`src/design/nsse_pkg.sv`:
```
// Shared types and constants for the nibble span sprite expander.
package nsse_pkg;

    localparam logic [31:0] SIGNATURE_WORD  = 32'h006d6647;
    localparam logic [31:0] TERMINATOR_WORD = 32'h2a2a2a2a;
    localparam logic [3:0]  HEADER_LAST     = 4'd15;

    // Command queue between the parser and the word generator.
    localparam int FIFO_DEPTH = 4;
    localparam int FIFO_AW    = 2;

    typedef enum logic [1:0] {
        OP_HEADER,
        OP_BYTE,
        OP_PIXEL,
        OP_PALETTE
    } cmd_op_t;

    // One parsed command. Header: word_a is the object size, word_b width and height.
    // Byte: word_a is the byte as a word. Palette: word_a is the colour, idx_a the slot.
    // Pixel: idx_a then idx_b (when two is set), with their range flags.
    typedef struct packed {
        cmd_op_t     op;
        logic        term;
        logic        wr;
        logic        two;
        logic        ok_a;
        logic        ok_b;
        logic [7:0]  idx_a;
        logic [7:0]  idx_b;
        logic [31:0] word_a;
        logic [31:0] word_b;
    } cmd_t;

endpackage

```
`src/design/nsse_cmd_fifo.sv`:
```
// Short command queue between the parser and the word generator.
module nsse_cmd_fifo (
    input  logic           clk,
    input  logic           rst_n,
    input  logic           push,
    input  nsse_pkg::cmd_t push_cmd,
    input  logic           pop,
    output nsse_pkg::cmd_t head,
    output logic           full,
    output logic           empty
);
    import nsse_pkg::*;

    cmd_t               slots_reg [FIFO_DEPTH];
    logic [FIFO_AW-1:0] wr_ptr_reg, rd_ptr_reg;
    logic [FIFO_AW:0]   count_reg, count_next;

    assign full  = (count_reg == (FIFO_AW + 1)'(FIFO_DEPTH));
    assign empty = (count_reg == '0);
    assign head  = slots_reg[rd_ptr_reg];

    always_comb
    begin
        count_next = count_reg;
        if (push && !pop)
            count_next = count_reg + 1'b1;
        else if (pop && !push)
            count_next = count_reg - 1'b1;
    end

    always_ff @(posedge clk or negedge rst_n)
    begin
        if (!rst_n)
        begin
            wr_ptr_reg <= '0;
            rd_ptr_reg <= '0;
            count_reg  <= '0;
        end
        else
        begin
            if (push)
                wr_ptr_reg <= wr_ptr_reg + 1'b1;
            if (pop)
                rd_ptr_reg <= rd_ptr_reg + 1'b1;
            count_reg <= count_next;
        end
    end

    always_ff @(posedge clk)
    begin
        if (push)
            slots_reg[wr_ptr_reg] <= push_cmd;
    end

endmodule

```
`config.mk`:
```
export PLATFORM = sky130hd
export DESIGN_NAME = nsse_cmd_fifo
export DESIGN_NICKNAME = d
export VERILOG_FILES = /design/src/design/nsse_pkg.sv /design/src/design/nsse_cmd_fifo.sv
export SDC_FILE = /design/constraint.sdc
export NUM_CORES = 1
export LEC_CHECK = 0
export BUFFER_PORTS_ARGS = -buffer_cell sky130_fd_sc_hd__clkbuf_2
export CAP_MARGIN = 20
export CELL_PAD_IN_SITES_DETAIL_PLACEMENT = 1
export CELL_PAD_IN_SITES_GLOBAL_PLACEMENT = 2
export CORE_ASPECT_RATIO = 0.7
export CORE_MARGIN = 2
export CORE_UTILIZATION = 48
export DETAILED_ROUTE_END_ITERATION = 6
export PLACE_DENSITY_LB_ADDON = 0.1
export SLEW_MARGIN = 10
export SYNTH_ARGS = -nofsm -noshare
export SYNTH_HDL_FRONTEND = slang
export SYNTH_SLANG_ARGS = --single-unit
```
`constraint.sdc`:
```
create_clock -name clk -period 5.1 [get_ports clk]
set_input_delay 0.765 -clock clk [delete_from_list [all_inputs] [get_ports clk]]
set_output_delay 0.765 -clock clk [all_outputs]
set_load 0.005 [all_outputs]
```
# Word-level counts from Yosys, hierarchy flattened
# Memory sizes are Yosys's and may differ from the RTL's.
# Cells that the tools add are included.
dict set report totals {
  ff_bits 7
  ram_bits 348
  inputBits 91
  output_inout_bits 89
  wordCells 19
  memories 1
}
dict set report classes {
  addsub 4
  n_eq_ne 1
  mux 4
  n_reduce_logical 6
}
# memory words word_bits read_ports rd_ports_with_merged_regs wr line_no
set memory_table {}
lappend memory_table {slots_reg 4 87 1 0 1 nsse_cmd_fifo.sv:14} ;# cmd_t slots_reg [FIFO_DEPTH];
# op count
set op_table {}
lappend op_table {{$mux W3} 2}
lappend op_table {{$add A2 B1 Y2 const B} 2}
lappend op_table {{$add A3 B1 Y3 const B} 1}
lappend op_table {{$eq A3 B3 Y1 const B} 1}
lappend op_table {{$logic_not A3 Y1} 1}
lappend op_table {{$sub A3 B1 Y3 const B} 1}
lappend op_table {{$logic_and A1 B1 Y1} 2}
lappend op_table {{$logic_not A1 Y1} 2}
lappend op_table {{$mux W1} 2}
lappend op_table {{$reduce_bool A2 Y1} 1}

# Depth between registers and ports, before layout
dict set report logic_depth {
  ltp_word 4
  mapped_depth 7
  depth_no_buf 7
}

# Worst setup path after synthesis
# No wires, ideal clock.
dict set report synth_path {
  path_kind {in2reg}
  start {in push}
  end {mem slots_reg[1][0] (netlist bit) (enable)}
  setup_ns 0.455
  arrival_time_ns 2.784
  required_ns 4.645
  path_slack_ns 1.861
  stages 1
  n_path_buf 0
  path_cell_list {and2_1}
}
dict set report synth_via {
  elab_chain_cells 2
}
# element line_no
set synth_rtl {}
lappend synth_rtl {{start, declared} nsse_cmd_fifo.sv:5} ;# input logic push,
lappend synth_rtl {{$mux W1} nsse_cmd_fifo.sv:51} ;# if (push)
lappend synth_rtl {{$mux W1 (implied by the code)} nsse_cmd_fifo.sv:52} ;# slots_reg[wr_ptr_reg] <= push_cmd;
lappend synth_rtl {{end, declared} nsse_cmd_fifo.sv:14}
# No other way between the ends.

==> results.md <==
* Async S/R FF share, synth at 1.972%
* CTS Hold Buffers Added at 0
* Placement Setup Slack at 2.161 ns
* Power per cell area at 564.2 nW/um^2
* Period utilisation layout at 66.68%
* Worst VDD drop at 0.3170 mV
* CTS-repair resized insts at 0
* Reg area at 10630 um^2
* Remaining antenna violation count at 0
* Synth top area cells: edfxtp_1, mux4_2, dfrtp_1, ha_1, buf_4
* Final core utilization at 57.36%
* Worst-skew pair later-pin latency at 0.52 ns
* CP Cell Sequence: buf_4 > mux4_2 > clkbuf_2
* Clk slew on worst S/H paths at 0.06 ns
* Die area at 28300 um^2
* Post-synthesis mux area share at 15.23%
* CTS tree: yes
* Fill cell count at 2244
* Cell count after synthesis at 489
* Post-synthesis sequential area ratio at 82.13%
* CTS Sinks at 355
* Final worst slack at 1.699 ns
* Placed cell count at 1018
* Synth Area in Simple Gates at 0.3772%
* EDFF count, synth at 348
* Via Count at 5723
* Post-Synth Adder-Cell Area at 0.6383%
* CP required at 4.34 ns
* Worst R2R End: slots_reg[1][37]
* Critical path arrival at 2.64 ns
* DR iter-0 viols at 308
* Mapped Nets at 586
* Total Nets Final at 788
* Drt wl/cell at 22.79 um
* Buffers & Inverters on Critical Path at 2
* Status: finished clean
* Worst min path class: in -> async
* Clk root buf: clkbuf_16
* Mean Syn Cell Area at 26.46 um^2
* Synthesis-to-finish area growth at 17.89%
* Ys flop type: edfxtp_1
* Post-synth top area share at 80.77%
* Crit end category: primary output
* GP Congestion at 0.7032
* Commonest cells in the netlist: edfxtp_1, mux4_2, buf_2, dfrtp_1
* Setup CP Type: reg -> out
* Max Buffers Root-to-Sink at 3
* Port Buf Inserts at 179
* Total global-route track usage at 17.93%
* Peak fanout along the critical path at 66
* Horiz. Die Dim at 200.2 um
* Synth warn at 0
* CP max stage cell: dfrtp_4
* Non-Filler Instances at 1080
* Reg2reg path depth at 4
* Core area at 26590 um^2
* Number of global-route vias before repair at 6393
* Flop-to-flop setup slack at 2.72 ns
* CTS buffer count at 35
* Top delay family on crit path: flip-flops
* Die Height at 141.4 um
* Max FFs per register at 348
* Max Slew Vio Count at 0
* Synth unique cells at 21
* Crit path launch type: register
* Post-route DRC violation count at 0
* Grt ovf at 0
* Initial Util at 48.66%
* Slew @ Worst Pin at 1.038 ns
* Layout cell share with drive strength beyond 1 at 45.03%
* Post-Route WL at 24610 um
* Max-cap viol count at 0
* Detail Placement HPWL at 14480 um
* Average via count per standard cell at 5.299
* FMAX at 0.2940 GHz
* Final Skew at 0.01130 ns
* FF-to-FF Start: wr_ptr_reg[1]
* Htree depth at 2
* Ports at 180
* Top-count cell post-synth: edfxtp_1
* Compound-cell area share of the yosys netlist at 0.03868%
* Yosys top cell by area: edfxtp_1
* Final setup fails at 0
* Post-CTS Setup Inserts at 0
* Footprint of the multi-input gates at 2170 um^2
* LEAKAGE at 5.233 nW
* Final hold viol count at 0
* Mapped cell area at 12940 um^2
* Synth Register Bits at 355
* Tmin final at 3.401 ns
* CP peak stage delay at 1.09 ns
* Post-synthesis xor/xnor area fraction at 0.4062%
* Fin area at 15250 um^2
* Num rows at 50
* Slew headroom at 30.81%
* Setup TNS at 0 ns
* Global-route wire length before repair at 38050 um
* TritonRoute pass-1 iters at 4
* Initial antenna violation count at 2
* Pin count of the biggest net entering global routing at 70
* Area of placed instances at 14230 um^2
* Largest family of logic cells by synthesized area: multiplexers
* RSZ-0062 raised after global routing: false
[metrics by stage]
step | hold slack [ns] | total power, mW
after global placement | 0.4715 | 6.359
after CTS | 0.06630 | 8.766
final | 0.07815 | 8.605
after floorplan | 0.4563 | 5.491
after detailed placement | 0.4872 | 6.422
after global routing | 0.07296 | 9.028
[cells in the final DEF, fill, tap and decap left out]
cell,instances
dfrtp_1,5
edfxtp_1,348
ha_1,5
clkbuf_2,179
xor2_1,4
buf_12,1
diode_2,1
xnor2_1,2
o21ai_0,1
clkinv_1,14
clkinv_2,6
clkbuf_16,37
fa_1,1
and2_4,4
inv_1,4
nand2_1,2
mux2_2,1
dfrtp_4,2
nor2_1,1
clkbuf_1,4
nor3_1,1
buf_4,5
mux4_2,87
nor3b_1,1
[kinds of logic (layout without fill, tap and decap cells)]
kind of cell,after synthesis,count (layout)
muxes,88,88
other,0,1
buffers and inverters,24,250
and+or+nand+nor,9,9
adders and majority gates,6,6
DFF,355,355
xor gates and xnor gates,6,6
AOI/OAI and AO/OA,1,1
[metal layers]
layer	vias up	part of all wire (%)	track usage, %
met2	147	49	29.59
met1	3016	42	23.61
met3	47	6.3	5.076
met5	-	0.057	0
met4	2	2.0	5.263
li1	2511	-	-
[power by group]
group	switching (mW)	total (mW)	internal (mW)
Clock	1.02	2.33	1.31
Sequential	0.292	4.12	3.82
Combinational	1.06	2.16	1.10
Total	2.37	8.61	6.24
[cell type report]
class | count | area share (%)
Multi-Input combinational cell | 110 | 14.22
Tap cell | 364 | 2.986
Inverter | 4 | 0.09844
Sequential cell | 355 | 69.71
Antenna cell | 1 | 0.01641
Clock inverter | 20 | 0.5414
Clock buffer | 41 | 6.169
Timing Repair Buffer | 185 | 6.251
[worst reg2reg max path, stage by stage, from the launching register on]
cell,delay (ns)
dfrtp_1,0.40
inv_1,0.11
ha_1,0.16
and2_4,0.82
buf_4,0.54
[worst max-delay path by stage]
stage | endpoint | from | slack [ns] | cells after the start
after floorplan | slots_reg[1][0] | push | 1.86 | 1
after global placement | head[29] | rd_ptr_reg[1] | 2.15 | 3
after detailed placement | head[29] | rd_ptr_reg[1] | 2.16 | 3
after CTS | head[29] | rd_ptr_reg[1] | 1.61 | 3
after global routing | head[29] | rd_ptr_reg[1] | 1.55 | 3
final | head[29] | rd_ptr_reg[1] | 1.70 | 3
(Power assumes the default switching activity.)
