===== config.mk =====
export PLATFORM = sky130hd
export DESIGN_NAME = nsse_front_flat
export DESIGN_NICKNAME = d
export VERILOG_FILES = /design/src/design/nsse_pkg.sv /design/src/design/nsse_if.sv /design/src/design/nsse_front.sv /design/src/flat_wrapper.sv
export SDC_FILE = /design/constraint.sdc
export NUM_CORES = 1
export LEC_CHECK = 0
export ABC_AREA = 1
export BUFFER_PORTS_ARGS = -buffer_cell sky130_fd_sc_hd__clkbuf_2
export CAP_MARGIN = 0
export CELL_PAD_IN_SITES_DETAIL_PLACEMENT = 1
export CELL_PAD_IN_SITES_GLOBAL_PLACEMENT = 2
export CORE_MARGIN = 10
export CORE_UTILIZATION = 36
export CTS_BUF_LIST = sky130_fd_sc_hd__clkbuf_8 sky130_fd_sc_hd__clkbuf_16
export DETAILED_ROUTE_END_ITERATION = 7
export PLACE_DENSITY_LB_ADDON = 0.1
export SYNTH_ARGS = -nofsm -noshare
export SYNTH_HDL_FRONTEND = slang
export SYNTH_SLANG_ARGS = --single-unit

===== constraint.sdc =====
create_clock -name clk -period 9.9 [get_ports clk]
set_clock_uncertainty 0.15 [all_clocks]
set_input_delay 2.97 -clock clk [delete_from_list [all_inputs] [get_ports clk]]
set_output_delay 2.97 -clock clk [all_outputs]
set_load 0.005 [all_outputs]

===== src/design/nsse_pkg.sv =====
// Shared types and constants for the nibble span sprite expander.
package nsse_pkg;

    localparam logic [31:0] SIGNATURE_WORD  = 32'h006d6647;
    localparam logic [31:0] TERMINATOR_WORD = 32'h2a2a2a2a;
    localparam logic [3:0]  HEADER_LAST     = 4'd15;

    // Command queue between the parser and the word generator.
    localparam int FIFO_DEPTH = 4;
    localparam int FIFO_AW    = 2;

    typedef enum logic [1:0] {
        OP_HEADER,
        OP_BYTE,
        OP_PIXEL,
        OP_PALETTE
    } cmd_op_t;

    // One parsed command. Header: word_a is the object size, word_b width and height.
    // Byte: word_a is the byte as a word. Palette: word_a is the colour, idx_a the slot.
    // Pixel: idx_a then idx_b (when two is set), with their range flags.
    typedef struct packed {
        cmd_op_t     op;
        logic        term;
        logic        wr;
        logic        two;
        logic        ok_a;
        logic        ok_b;
        logic [7:0]  idx_a;
        logic [7:0]  idx_b;
        logic [31:0] word_a;
        logic [31:0] word_b;
    } cmd_t;

endpackage


===== src/design/nsse_if.sv =====
// Valid/ready channel interfaces for the input bytes and the output words.
interface nsse_in_if;
    logic       valid;
    logic       ready;
    logic [7:0] in_byte;
    logic       first_byte;

    modport source (output valid, output in_byte, output first_byte, input ready);
    modport sink (input valid, input in_byte, input first_byte, output ready);
endinterface



===== src/design/nsse_front.sv =====
// Byte parser: walks the header, palette and span structure and issues commands.
module nsse_front #(
    parameter int PALETTE_DEPTH = 256
) (
    input  logic           clk,
    input  logic           rst_n,
    nsse_in_if.sink        in_ch,
    input  logic           fifo_full,
    output logic           cmd_push,
    output nsse_pkg::cmd_t cmd
);
    import nsse_pkg::*;

    localparam logic [8:0] DEPTH_W = 9'(PALETTE_DEPTH);

    typedef enum logic [2:0] {
        PH_HEADER,
        PH_PALETTE,
        PH_LINE,
        PH_JUMP,
        PH_SIZE,
        PH_PIXEL,
        PH_DONE
    } phase_t;

    phase_t      phase_reg, phase_next, phase_cur;
    logic [9:0]  cnt_reg, cnt_next, cnt_cur, cnt_inc;
    logic [7:0]  cc_reg, cc_next;
    logic [15:0] width_reg, width_next;
    logic [15:0] height_reg, height_next;
    logic [31:0] size_reg, size_next;
    logic [31:0] asm_reg, asm_next;
    logic [15:0] lines_reg, lines_next, lines_dec;
    logic [7:0]  spans_reg, spans_next;
    logic [7:0]  pixels_reg, pixels_next;
    logic [7:0]  slot;
    logic [3:0]  k;
    logic [7:0]  b;
    logic        accept;
    logic        push_c;
    logic        two;

    assign in_ch.ready = !fifo_full;
    assign accept      = in_ch.valid && !fifo_full;
    assign cmd_push    = accept && push_c;
    assign b           = in_ch.in_byte;

    always_comb
    begin
        phase_cur   = in_ch.first_byte ? PH_HEADER : phase_reg;
        cnt_cur     = in_ch.first_byte ? 10'd0 : cnt_reg;
        k           = cnt_cur[3:0];
        cnt_inc     = cnt_cur + 10'd1;
        slot        = cnt_inc[9:2] - 8'd1;
        lines_dec   = lines_reg - 16'd1;
        two         = (pixels_reg >= 8'd2);
        phase_next  = phase_cur;
        cnt_next    = cnt_cur;
        cc_next     = cc_reg;
        width_next  = width_reg;
        height_next = height_reg;
        size_next   = size_reg;
        asm_next    = asm_reg;
        lines_next  = lines_reg;
        spans_next  = spans_reg;
        pixels_next = pixels_reg;
        push_c      = 1'b0;
        cmd         = '0;

        unique case (phase_cur)
            PH_HEADER:
            begin
                case (k)
                    4'd3:  cc_next            = b;
                    4'd8:  width_next[7:0]    = b;
                    4'd9:  width_next[15:8]   = b;
                    4'd10: height_next[7:0]   = b;
                    4'd11: height_next[15:8]  = b;
                    4'd12: size_next[7:0]     = b;
                    4'd13: size_next[15:8]    = b;
                    4'd14: size_next[23:16]   = b;
                    4'd15: size_next[31:24]   = b;
                    default: ;
                endcase
                if (k == HEADER_LAST)
                begin
                    push_c      = 1'b1;
                    cmd.op      = OP_HEADER;
                    cmd.word_a  = size_next;
                    cmd.word_b  = {width_reg, height_reg};
                    cnt_next    = 10'd0;
                    lines_next  = height_reg;
                    if (cc_reg != 8'd0)
                        phase_next = PH_PALETTE;
                    else if (height_reg == 16'd0)
                    begin
                        cmd.term   = 1'b1;
                        phase_next = PH_DONE;
                    end
                    else
                        phase_next = PH_LINE;
                end
                else
                    cnt_next = cnt_inc;
            end
            PH_PALETTE:
            begin
                asm_next   = {b, asm_reg[31:8]};
                cmd.op     = OP_PALETTE;
                cmd.word_a = asm_next;
                cmd.idx_a  = slot;
                cmd.wr     = (cnt_inc[1:0] == 2'd0) && ({1'b0, slot} < DEPTH_W);
                if (cnt_inc >= {cc_reg, 2'b00})
                begin
                    cnt_next = 10'd0;
                    if (lines_reg == 16'd0)
                    begin
                        cmd.term   = 1'b1;
                        phase_next = PH_DONE;
                    end
                    else
                        phase_next = PH_LINE;
                end
                else
                    cnt_next = cnt_inc;
                push_c = cmd.wr || cmd.term;
            end
            PH_LINE:
            begin
                push_c     = 1'b1;
                cmd.op     = OP_BYTE;
                cmd.word_a = {24'd0, b};
                lines_next = lines_dec;
                spans_next = b;
                if (b != 8'd0)
                    phase_next = PH_JUMP;
                else if (lines_dec == 16'd0)
                begin
                    cmd.term   = 1'b1;
                    phase_next = PH_DONE;
                end
                else
                    phase_next = PH_LINE;
            end
            PH_JUMP:
            begin
                push_c     = 1'b1;
                cmd.op     = OP_BYTE;
                cmd.word_a = {24'd0, b};
                spans_next = spans_reg - 8'd1;
                phase_next = PH_SIZE;
            end
            PH_SIZE:
            begin
                push_c      = 1'b1;
                cmd.op      = OP_BYTE;
                cmd.word_a  = {24'd0, b};
                pixels_next = b;
                if (b != 8'd0)
                    phase_next = PH_PIXEL;
                else if (spans_reg != 8'd0)
                    phase_next = PH_JUMP;
                else if (lines_reg == 16'd0)
                begin
                    cmd.term   = 1'b1;
                    phase_next = PH_DONE;
                end
                else
                    phase_next = PH_LINE;
            end
            PH_PIXEL:
            begin
                push_c      = 1'b1;
                cmd.op      = OP_PIXEL;
                cmd.two     = two;
                cmd.idx_a   = two ? {4'd0, b[7:4]} : b;
                cmd.idx_b   = {4'd0, b[3:0]};
                cmd.ok_a    = (cmd.idx_a < cc_reg) && ({1'b0, cmd.idx_a} < DEPTH_W);
                cmd.ok_b    = (cmd.idx_b < cc_reg) && ({1'b0, cmd.idx_b} < DEPTH_W);
                pixels_next = two ? (pixels_reg - 8'd2) : 8'd0;
                if (pixels_next == 8'd0)
                begin
                    if (spans_reg != 8'd0)
                        phase_next = PH_JUMP;
                    else if (lines_reg == 16'd0)
                    begin
                        cmd.term   = 1'b1;
                        phase_next = PH_DONE;
                    end
                    else
                        phase_next = PH_LINE;
                end
            end
            PH_DONE: ;
            default: ;
        endcase
    end

    always_ff @(posedge clk or negedge rst_n)
    begin
        if (!rst_n)
        begin
            phase_reg  <= PH_HEADER;
            cnt_reg    <= '0;
            cc_reg     <= '0;
            width_reg  <= '0;
            height_reg <= '0;
            size_reg   <= '0;
            asm_reg    <= '0;
            lines_reg  <= '0;
            spans_reg  <= '0;
            pixels_reg <= '0;
        end
        else if (accept)
        begin
            phase_reg  <= phase_next;
            cnt_reg    <= cnt_next;
            cc_reg     <= cc_next;
            width_reg  <= width_next;
            height_reg <= height_next;
            size_reg   <= size_next;
            asm_reg    <= asm_next;
            lines_reg  <= lines_next;
            spans_reg  <= spans_next;
            pixels_reg <= pixels_next;
        end
    end

endmodule


===== src/flat_wrapper.sv =====
// flat-port wrapper written by rule: the top's interface ports become plain ports
module nsse_front_flat import nsse_pkg::*;
#(
    parameter int PALETTE_DEPTH = 256
)
  (clk, rst_n, fifo_full, cmd_push, cmd, in_ch_valid, in_ch_in_byte, in_ch_first_byte, in_ch_ready);
  nsse_in_if in_ch_i ();
  input  logic clk;
  input  logic rst_n;
  input  logic fifo_full;
  output logic cmd_push;
  output nsse_pkg::cmd_t cmd;
  input wire logic [$bits(in_ch_i.valid)-1:0] in_ch_valid;
  input wire logic [$bits(in_ch_i.in_byte)-1:0] in_ch_in_byte;
  input wire logic [$bits(in_ch_i.first_byte)-1:0] in_ch_first_byte;
  output wire logic [$bits(in_ch_i.ready)-1:0] in_ch_ready;
  assign in_ch_i.valid = in_ch_valid;
  assign in_ch_i.in_byte = in_ch_in_byte;
  assign in_ch_i.first_byte = in_ch_first_byte;
  assign in_ch_ready = in_ch_i.ready;
  nsse_front #(.PALETTE_DEPTH(PALETTE_DEPTH)) u_core (.clk(clk), .rst_n(rst_n), .in_ch(in_ch_i), .fifo_full(fifo_full), .cmd_push(cmd_push), .cmd(cmd));
endmodule

# Yosys cells after proc, flatten, opt, wreduce, memory -nomap -nowiden
# Index checks and enable logic that the tools add are counted.
[word_totals]
reg_bits = 149
in_bits = 13
output_inout_bits = 89
wordCells = 112
[op_classes]
add_sub_neg = 5
order_cmp = 4
eq_ne = 15
n_mux = 48
n_reduce_logical = 28
[op_table]
columns = ["operator", "n"]
rows = [
  ["one-hot mux 32 bit (3 select lines)", 1],
  ["two-way mux 64 bit", 1],
  ["logical NOT 16 bit", 3],
  ["two-way mux 8 bit", 6],
  ["one-hot mux 8 bit (2 select lines)", 3],
  ["two-way mux 3 bit", 12],
  ["== test 4 bit, second input constant", 8],
  ["two-way mux 32 bit", 1],
  ["one-hot mux 16 bit (2 select lines)", 1],
  ["two-way mux 10 bit", 3],
  ["nonzero test 8 bit", 3],
  ["one-hot mux 10 bit (2 select lines)", 1],
  ["one-hot mux 3 bit (6 select lines)", 1],
  ["AND reduction 3 bit", 6],
  ["two-way mux 16 bit", 1],
  ["subtractor 16 x 1 -> 16 bit, second input constant", 1],
  ["subtractor 8 x 1 -> 8 bit, second input constant", 2],
  ["two-way mux 1 bit", 13],
  ["adder 10 x 1 -> 10 bit, second input constant", 1],
  ["greater-or-equal comparator 10 bit", 1],
  ["greater-or-equal comparator 8 x 2 -> 1 bit, second input constant", 1],
  ["logical NOT 8 bit", 1],
  ["less-than comparator 4 x 8 -> 1 bit", 1],
  ["less-than comparator 8 bit", 1],
  ["19 further kinds", 27],
]

# Depth between registers and ports, before layout
# Gate-level depths: netlist (run 1).
[logic_depth]
word_depth = 8
mapped_depth = 21
depth_no_buf = 20

# Worst setup path before layout (run 1)
# Ideal clock, no wire load.
[synth_timing]
path_kind = "in2out"
startpoint = "input port in_ch_first_byte"
endpoint = "output port cmd[84] (netlist name)"
t_arrival_ps = 5065
t_required_ps = 6780
path_slack_ps = 1715
cell_stages = 17
n_path_buf = 1
cell_sequence = "buf_6 -> inv_8 -> nand2_4 -> nor2_2 -> nand2_4 -> ha_1 -> inv_1 -> ha_1 -> nand2_1 -> o21ai_0 -> nand4_1 -> nand3_1 -> nand3_1 -> nand2_1 -> inv_1 -> and2_1 -> nand2_1"
[synth_lines]
columns = ["element", "line_no", "rtl"]
rows = [
  ["from (decl)", "flat_wrapper.sv:15", "input wire logic [$bits(in_ch_i.first_byte)-1:0] in_ch_first_byte;"],
  ["to (decl)", "flat_wrapper.sv:12", "output nsse_pkg::cmd_t cmd;"],
]

==> results of run 1 <==
## worst register-to-register path: stages, from the launching register on
cell and delay (ns):
dfrtp_1 0.44, inv_1 0.12, nor2_2 0.23, nand2_4 0.13, nor2_4 0.11, nand4_2 0.10, xor2_1 0.32, ha_1 0.32
a21oi_1 0.15, o21a_1 0.16, nand3_1 0.23, nor2_4 0.31, o21ai_0 0.16, a22oi_1 0.18
## final timing paths
check / startpoint / endpoint
min: u_core.size_reg[7] / u_core.size_reg[7]
max: in_ch_first_byte / cmd[84]
max reg2reg: u_core.cnt_reg[2] / u_core.cnt_reg[3]
min reg2reg: u_core.size_reg[7] / u_core.size_reg[7]
min in group asynchronous: rst_n / u_core.width_reg[4]
max in group asynchronous: rst_n / u_core.cc_reg[0]
## layer usage
| metal | vias up | wire length, µm | GRT usage [%] |
|---|---|---|---|
| met3 | 21 | 1160 | 3.99 |
| met5 | - | 0 | 0 |
| met4 | 0 | 381 | 5.13 |
| met2 | 115 | 14700 | 34.6 |
| met1 | 3948 | 14200 | 27.6 |
| li1 | 3898 | - | - |
## layout make-up
| class | instances | area (µm²) |
|---|---|---|
| fillers | 2906 | 13100 |
| multi-input cells | 827 | 4190 |
| flip-flops and latches | 133 | 3330 |
| repair buffers | 111 | 597 |
| inverters | 137 | 522 |
| clock buffers | 17 | 425 |
| well taps | 285 | 357 |
| clock inverters | 15 | 158 |
## power groups by stage
stage | Clock (W) | Sequential (W) | Combinational [W]
floorplan | 0 | 0.000786 | 0.000551
global placement | 0 | 0.000818 | 0.000738
detailed placement | 0 | 0.000821 | 0.000753
CTS | 0.000668 | 0.000813 | 0.000758
global route | 0.000691 | 0.000835 | 0.000866
finish | 0.000658 | 0.000813 | 0.000750
## through the flow
step | hold WS (ns) | power (W) | cells | worst slack (ns) | cell area (µm²)
6_report | 0.336 | 0.00222 | 1525 | 0.939 | 9570
5_1_grt | 0.357 | 0.00239 | 1525 | 0.672 | 9570
3_3_place_gp | 0.313 | 0.00156 | 1493 | 1.02 | 8990
2_1_floorplan | 0.299 | 0.00134 | 1152 | 1.72 | 8330
3_5_place_dp | 0.320 | 0.00157 | 1493 | 0.943 | 8990
4_1_cts | 0.340 | 0.00224 | 1525 | 0.935 | 9570
## logic make-up (layout without fill, tap and decap cells)
kind of cell	count (synthesis)	in the layout	share of synthesized area (%)
simple gates	520	520	27.3
compound gates	265	265	17.7
fa+ha+maj	25	25	3.76
flops	133	133	40.0
buf+inv	192	280	9.83
xor+xnor	13	13	1.37
other cells	1	4	0.0451
## cells in the final DEF, fill, tap and decap left out, drive strengths merged
| cell | count |
|---|---|
| o22a | 1 |
| conb | 4 |
| nand2 | 280 |
| o221ai | 1 |
| nor3 | 7 |
| xor2 | 12 |
| and2 | 3 |
| inv | 146 |
| a211oi | 1 |
| clkinvlp | 4 |
| a21oi | 42 |
| a21boi | 1 |
| a31oi | 6 |
| a221oi | 1 |
| o22ai | 27 |
| clkinv | 1 |
| nand3 | 47 |
| nand4 | 16 |
| dfrtp | 133 |
| o211ai | 22 |
| nand3b | 1 |
| o21a | 1 |
| nor4 | 3 |
| o21ai | 156 |
| nor2 | 163 |
| ha | 25 |
| a22oi | 6 |
| buf | 15 |
| xnor2 | 1 |
| bufinv | 1 |
| clkbuf | 113 |
==> flow_metrics.tcl, run 1 <==
set metrics [dict create \
    finalCritPeriodShare_pct 90.5 \
    cp_slowest_stage_delay_ns 0.34 \
    cts.sinks 133 \
    cpLargestDelayFamily "simple AND/OR/NAND/NOR gates" \
    critical_path_depth 18 \
    power.share.clock_pct 29.6 \
    grtUsageTotal_pct 21.0 \
    place.port_buffers 97 \
    dp_hpwl_um 21800 \
    rows 55 \
    clk_path_buf_depth 2 \
    p_sw_w 0.000919 \
    clk_pin_slew_ns 0.07 \
    drc 0 \
    crit_type "in -> out" \
    ys_warn_count 0 \
    grt_max_degree 69 \
    slew_headroom_pct 37.5 \
    fmax_ghz 0.112 \
    area_growth_pct 15.0 \
    die_h_um 172 \
    numCtsBuffers 17 \
    grt_pass1_vias 8146 \
    critical-path-slowest-cell "ha_1" \
    grt_setup_unrepaired "false" \
    htree_levels 4 \
    synth_common_cells "nand2_1 (273), nor2_1 (148), dfrtp_1 (133)" \
    fin_util_pct 42.2 \
    synthFlopType "dfrtp_1" \
    cap_violations 0 \
    worst_pin_slew_ns 0.936 \
    power_leakage_nw 4.58 \
    root_buffer "clkbuf_16" \
    wl_per_cell_um 19.9 \
    grt_overflow 0 \
    die_x_um 172 \
    async_reset_ff_share_pct 100 \
    clk_latency_ns 0.44 \
    critPathMaxFanout 10 \
    synth_top_area_cell "dfrtp_1" \
    synth_cell_types 45 \
    antenna_left 0 \
    timing.critical_path.buf_inv 5 \
    swShare_pct 41.4 \
    vias 7982 \
    num_antenna_cells 0 \
    synth.top_cell.area_share_pct 40.0 \
    ys_seq_area_share_pct 40.0 \
    post-route-min-period_ns 8.96 \
    critPathArrivalTime_ns 5.84 \
    intPower_w 0.00130 \
    ys_top_cells_by_area "dfrtp_1 (40%), nand2_1 (12%), o21ai_0 (7.3%)" \
    wl_um 30400 \
    setup_violations 0 \
    start_kind "input pin" \
    core_area_mm2 0.0227 \
    fin_nets 1265 \
    yosysMostFrequentCell "nand2_1" \
    boundaryPins 102 \
    die_area_mm2 0.0296 \
    pwr-share-seq_pct 36.6 \
    syn_inst 1149 \
    hold_depth 2 \
    start_util_pct 36.7 \
    place_congestion 0.842 \
    syn-cell-area_mm2 0.00832 \
    crit_required_ns 6.78 \
    end_kind "primary output" \
    timing.critical_path.mode_cell "nand2_1" \
    status "complete, no violations" \
    pwr-share-comb_pct 33.8 \
    r2r_slack_ns 6.70 \
    vias_per_cell 5.23 \
    r2r_cells 13 \
    first_iter_violations 469 \
    grt_pass1_wl_um 47700 \
    avgSynthCellArea_um2 7.24 \
    path_cells "clkbuf_2, inv_8, nand2_4, nor2_2, nand2_4, ha_1, inv_1, ha_1, nand2_1, o21ai_0, nand4_1, nand3_1, nand3_1, nand2_1, inv_1, and2_1, nand2_1, clkbuf_2" \
    p_per_area_mw_per_mm2 232 \
    yosys_register_bits 133 \
    ir_drop_uv 105 \
    post_cts_resized 0 \
    tns_ns 0 \
    finalHoldViolCount 0 \
    dr.pass1.iters 6 \
    cts.hold.buffers_added 0 \
    post_cts_buffers 0 \
    synth_edf_count 0 \
    drv_slew 0 \
    antenna_found_initial 0 \
    drive_gt1_share_pct 14.8 \
    hold_class "reg -> reg" \
    cts_tree "yes" \
]
(Power assumes the default switching activity.)
==> inputs of run 2 (changes only) <==
==> constraint.sdc (replaced) <==
create_clock -name clk -period 10.6 [get_ports clk]
set_clock_uncertainty 0.15 [all_clocks]
set_input_delay 3.18 -clock clk [delete_from_list [all_inputs] [get_ports clk]]
set_output_delay 3.18 -clock clk [all_outputs]
set_load 0.005 [all_outputs]
==> flow_metrics.tcl, run 2 (same netlist as run 1, synthesis figures left out) <==
set metrics [dict create \
    critPathMaxFanout 10 \
    numCtsBuffers 17 \
    grt_max_degree 70 \
    die_area_mm2 0.0296 \
    cap_violations 0 \
    root_buffer "clkbuf_16" \
    finalHoldViolCount 0 \
    cts.hold.buffers_added 0 \
    vias_per_cell 5.29 \
    crit_required_ns 7.27 \
    status "complete, no violations" \
    num_antenna_cells 0 \
    grt_pass1_vias 8207 \
    highest_layer "met4" \
    fillers 2877 \
    worst_pin_slew_ns 0.939 \
    dr.pass1.iters 5 \
    cp_slowest_stage_delay_ns 0.32 \
    path_cells "clkbuf_2, inv_8, nand2_4, nor2_2, nand2_4, nor2_4, nand4_2, xor2_1, ha_1, a21oi_1, o21a_1, nand3_1, nand3_1, nand2_1, inv_1, and2_1, nand2_1, clkbuf_2" \
    area_growth_pct 14.7 \
    cpLargestDelayFamily "simple AND/OR/NAND/NOR gates" \
    r2r_start "u_core.cnt_reg[2]" \
    drive_gt1_share_pct 14.6 \
    place.port_buffers 97 \
    wl_met2_um 14800 \
    slew_headroom_pct 37.4 \
    start_kind "input pin" \
    cts.sinks 133 \
    post-route-min-period_ns 9.38 \
    first_iter_violations 526 \
    die_h_um 172 \
    pwr-share-seq_pct 36.8 \
    r2r_slack_ns 7.39 \
    dp_hpwl_um 21900 \
    clk_latency_ns 0.44 \
    setup_violations 0 \
    intPower_w 0.00122 \
    regArea_mm2 0.00333 \
    start_util_pct 36.7 \
    drv_slew 0 \
    grt_pass1_wl_um 48300 \
    critical-path-slowest-cell "xor2_1" \
    swShare_pct 41.1 \
    hold_path_end "u_core.asm_reg[27]" \
    grt_setup_unrepaired "false" \
    drc 0 \
    cts_tree "yes" \
    place_congestion 0.847 \
    power.share.clock_pct 29.2 \
    rows 55 \
    critPathArrivalTime_ns 6.05 \
    end_kind "primary output" \
    antenna_left 0 \
    final_common_cell "nand2_1" \
    grtUsageTotal_pct 21.2 \
    post_cts_resized 0 \
    clk_pin_slew_ns 0.07 \
    multi_input_area_mm2 0.00419 \
    holdWs_ns 0.335 \
    tns_ns 0 \
    power_leakage_nw 4.56 \
    wl_met1_um 14200 \
    p_sw_w 0.000848 \
    r2r_cells 13 \
    wl_um 30500 \
    timing.critical_path.buf_inv 4 \
    finalCritPeriodShare_pct 88.5 \
    vias 8048 \
    boundaryPins 102 \
    min_from "u_core.asm_reg[27]" \
    htree_levels 4 \
    wl_per_cell_um 20.1 \
    fin_nets 1262 \
    p_per_area_mw_per_mm2 216 \
    post_cts_buffers 0 \
    clk_path_buf_depth 2 \
    pwr-share-comb_pct 34.0 \
    fmax_ghz 0.107 \
    crit_type "in -> out" \
    die_x_um 172 \
    hold_depth 2 \
    antenna_found_initial 0 \
    grt_overflow 0 \
    r2r-end "u_core.cnt_reg[3]" \
    hold_class "reg -> reg" \
    final_cell_mix "nand2_1 (273), nor2_1 (148), dfrtp_1 (133)" \
    core_area_mm2 0.0227 \
    wl_met3_um 1140 \
    ir_drop_uv 96.2 \
]
[run 2: changes by cell type in the layout (fill, tap and decap cells not counted), sizes merged]
cell	change
clkinv	+2
clkbuf	+1
inv	-3
buf	-3
[run 2: layout make-up]
type	count	area share, %
clock buffer	18	4.60
clock inverter	14	1.48
inverter	137	5.46
multi-input combinational	827	43.9
sequential	133	34.9
tap	285	3.73
timing repair buffer	108	6.01
[run 2: how the worst max path moves through the flow]
stage,slack (ns),from,endpoint,depth (start not counted)
final,1.22,in_ch_first_byte,cmd[84],18
after global routing,0.95,in_ch_first_byte,cmd[84],18
after CTS,1.21,in_ch_first_byte,cmd[84],18
after detailed placement,1.23,in_ch_first_byte,cmd[84],18
after global placement,1.30,in_ch_first_byte,cmd[84],18
after floorplan,2.00,in_ch_first_byte,cmd[84],17
[run 2: tightest hold or removal path, delay by kind of cell (launching register included)]
kind | cells | cell delay, ns
flops | 1 | 0.34
compound gates | 1 | 0.06
simple gates | 1 | 0.05
[run 2: power by group through the flow]
stage	Sequential [W]	Clock, W	Combinational, W
4_1_cts	0.000759	0.000613	0.000708
2_1_floorplan	0.000734	0	0.000515
3_5_place_dp	0.000767	0	0.000703
3_3_place_gp	0.000764	0	0.000688
6_report	0.000760	0.000604	0.000702
5_1_grt	0.000780	0.000641	0.000810
[run 2: metrics by stage]
| stage | power (W) | cells | instance area, µm² | util, % | worst slack, ns |
|---|---|---|---|---|---|
| floorplan | 0.00125 | 1152 | 8330 | - | 2.00 |
| global placement | 0.00145 | 1490 | 8970 | 39.5 | 1.30 |
| detailed placement | 0.00147 | 1490 | 8970 | 39.5 | 1.23 |
| CTS | 0.00208 | 1522 | 9550 | 42.0 | 1.21 |
| global route | 0.00223 | 1522 | 9550 | 42.0 | 0.954 |
| finish | 0.00207 | 1522 | 9550 | 42.0 | 1.22 |
[run 2: per-layer routing]
metal | track usage, % | vias to the layer above
met3 | 3.58 | 24
met5 | 0 | -
li1 | - | 3895
met4 | 4.91 | 0
met1 | 28.0 | 4002
met2 | 35.2 | 127
==> inputs of run 3 (changes only) <==
--- a/config.mk
+++ b/config.mk
@@ -5,13 +5,13 @@
 export SDC_FILE = /design/constraint.sdc
 export NUM_CORES = 1
 export LEC_CHECK = 0
-export ABC_AREA = 1
+export ABC_AREA = 0
 export BUFFER_PORTS_ARGS = -buffer_cell sky130_fd_sc_hd__clkbuf_2
 export CAP_MARGIN = 0
 export CELL_PAD_IN_SITES_DETAIL_PLACEMENT = 1
 export CELL_PAD_IN_SITES_GLOBAL_PLACEMENT = 2
 export CORE_MARGIN = 10
-export CORE_UTILIZATION = 36
+export CORE_UTILIZATION = 39
 export CTS_BUF_LIST = sky130_fd_sc_hd__clkbuf_8 sky130_fd_sc_hd__clkbuf_16
 export DETAILED_ROUTE_END_ITERATION = 7
 export PLACE_DENSITY_LB_ADDON = 0.1
==> flow_metrics.tcl, run 3 <==
set metrics [dict create \
    finalCritPeriodShare_pct 92.7 \
    drive_gt1_share_pct 23.8 \
    fmax_ghz 0.102 \
    synth.top_cell.area_share_pct 40.6 \
    worst_pin_slew_ns 1.30 \
    wl_met3_um 1310 \
    post-route-min-period_ns 9.82 \
    syn_inst 896 \
    boundaryPins 102 \
    ys_warn_count 0 \
    hold_class "reg -> reg" \
    cts.sinks 133 \
    vias_per_cell 5.94 \
    cts.hold.buffers_added 0 \
    core_area_mm2 0.0204 \
    root_buffer "clkbuf_16" \
    crit_type "in -> out" \
    end_kind "primary output" \
    slew_headroom_pct 12.9 \
    place_congestion 0.856 \
    wl_per_cell_um 23.5 \
    power_leakage_nw 4.47 \
    syn-cell-area_mm2 0.00820 \
    drv_slew 0 \
    die_area_mm2 0.0272 \
    place.port_buffers 97 \
    grt_max_degree 75 \
    grt_setup_unrepaired "false" \
    r2r_slack_ns 6.37 \
    synth_cell_types 76 \
    grt_pass1_wl_um 45600 \
    tns_ns 0 \
    ys_seq_area_share_pct 40.6 \
    synth_top_area_cell "dfrtp_1" \
    critPathMaxFanout 7 \
    finalHoldViolCount 0 \
    critPathArrivalTime_ns 6.49 \
    rows 52 \
    die_h_um 165 \
    drc 0 \
    wl_um 29200 \
    numCtsBuffers 17 \
    post_cts_resized 0 \
    die_x_um 165 \
    async_reset_ff_share_pct 100 \
    fin_cells 1243 \
    synthFlopType "dfrtp_1" \
    clk_latency_ns 0.43 \
    num_antenna_cells 0 \
    yosysMostFrequentCell "dfrtp_1" \
    final_common_cell "dfrtp_1" \
    first_iter_violations 633 \
    synth_common_cells "dfrtp_1 (133), nand2_1 (84), o21ai_0 (80)" \
    antenna_found_initial 0 \
    post_cts_buffers 0 \
    clk_pin_slew_ns 0.07 \
    final_cell_mix "dfrtp_1 (133), clkbuf_2 (96), nand2_1 (84)" \
    crit_required_ns 7.27 \
    dp_hpwl_um 20500 \
    status "complete, no violations" \
    grtUsageTotal_pct 21.6 \
    p_per_area_mw_per_mm2 209 \
    clk_path_buf_depth 2 \
    wl_met1_um 12700 \
    htree_levels 4 \
    fin_nets 998 \
    cap_violations 0 \
    ys_top_cells_by_area "dfrtp_1 (41%), mux2_2 (10%), o21ai_0 (4.9%)" \
    dr.pass1.iters 5 \
    cts_tree "yes" \
    ir_drop_uv 112 \
    highest_layer "met4" \
    fillers 2387 \
    wl_met2_um 14800 \
    yosys_register_bits 133 \
    area_growth_pct 15.8 \
    vias 7386 \
    antenna_left 0 \
    start_util_pct 40.1 \
    setup_violations 0 \
    avgSynthCellArea_um2 9.15 \
    start_kind "input pin" \
    synth_edf_count 0 \
    grt_overflow 0 \
    grt_pass1_vias 7817 \
    dp_cells 1211 \
]
[run 3: cell types whose count changed in the layout (fill, tap and decap cells not counted), sizes merged, moves of 24 or more]
cell | before | now
nor2 | 163 | 62
and2 | 3 | 45
inv | 143 | 45
nand2 | 280 | 84
o21ai | 156 | 81
o22ai | 27 | 3
nand3 | 47 | 14
mux2 | 0 | 80
[run 3: final timing paths]
kind                            cells past startpoint                   to                start
worst max-delay path                               12              cmd[84]     in_ch_first_byte
worst min-delay path                                1  u_core.width_reg[4]  u_core.width_reg[4]
worst max register to register                     11    u_core.cnt_reg[7]    u_core.cnt_reg[0]
worst min register to register                      1  u_core.width_reg[4]  u_core.width_reg[4]
max in group asynchronous                           2  u_core.width_reg[8]                rst_n
min in group asynchronous                           1  u_core.spans_reg[7]                rst_n
[run 3: report_power, final]
| group | switching (W) | internal [W] | total (W) |
|---|---|---|---|
| clock network | 0.000276 | 0.000362 | 0.000638 |
| registers | 0.000149 | 0.000625 | 0.000774 |
| logic | 0.000351 | 0.000223 | 0.000575 |
[run 3: worst max-delay path, cell delays in order]
cell,delay (ns)
clkbuf_2,0.09
nand3b_1,0.36
nor3_4,0.40
nand3_1,0.22
xor2_1,0.18
nor2_1,0.06
ha_1,0.22
a2111oi_0,0.84
a211oi_1,0.26
a311o_1,0.39
o21bai_1,0.18
clkbuf_2,0.12
[run 3: metrics by stage]
step	setup WS, ns	util, %	area (µm²)	hold WS, ns	power, W
6_report	0.778	46.5	9500	0.335	0.00199
5_1_grt	0.470	46.5	9500	0.347	0.00210
4_1_cts	0.827	46.5	9500	0.340	0.00199
3_5_place_dp	0.831	43.4	8860	0.327	0.00135
3_3_place_gp	0.998	43.4	8860	0.308	0.00131
2_1_floorplan	1.48	-	8210	0.292	0.00114
[run 3: cell families (layout without fill, tap and decap cells)]
group	after synthesis	after routing	synth area share, %
AOI/OAI and AO/OA	225	225	17.5
xor gates and xnor gates	12	12	1.28
adders and majority gates	25	25	3.82
buffers and inverters	103	177	5.01
DFF	133	133	40.6
muxes	90	90	12.2
other	1	4	0.0457
and+or+nand+nor	307	307	19.6
[run 3: area by class of cell]
class                      count  area [µm²]  share of cell area [%]
clock inverter                15         206                    2.17
inverter                      38         143                    1.50
clock buffer                  17         425                    4.48
sequential                   133        3330                    35.0
tap                          270         338                    3.56
multi-input combinational    663        4490                    47.3
timing repair buffer         107         567                    5.97
[run 3: metal layers]
layer	up-vias	GRT usage (%)
met5	-	0
met4	0	5.27
li1	3358	-
met1	3831	27.1
met3	30	4.16
met2	167	37.1
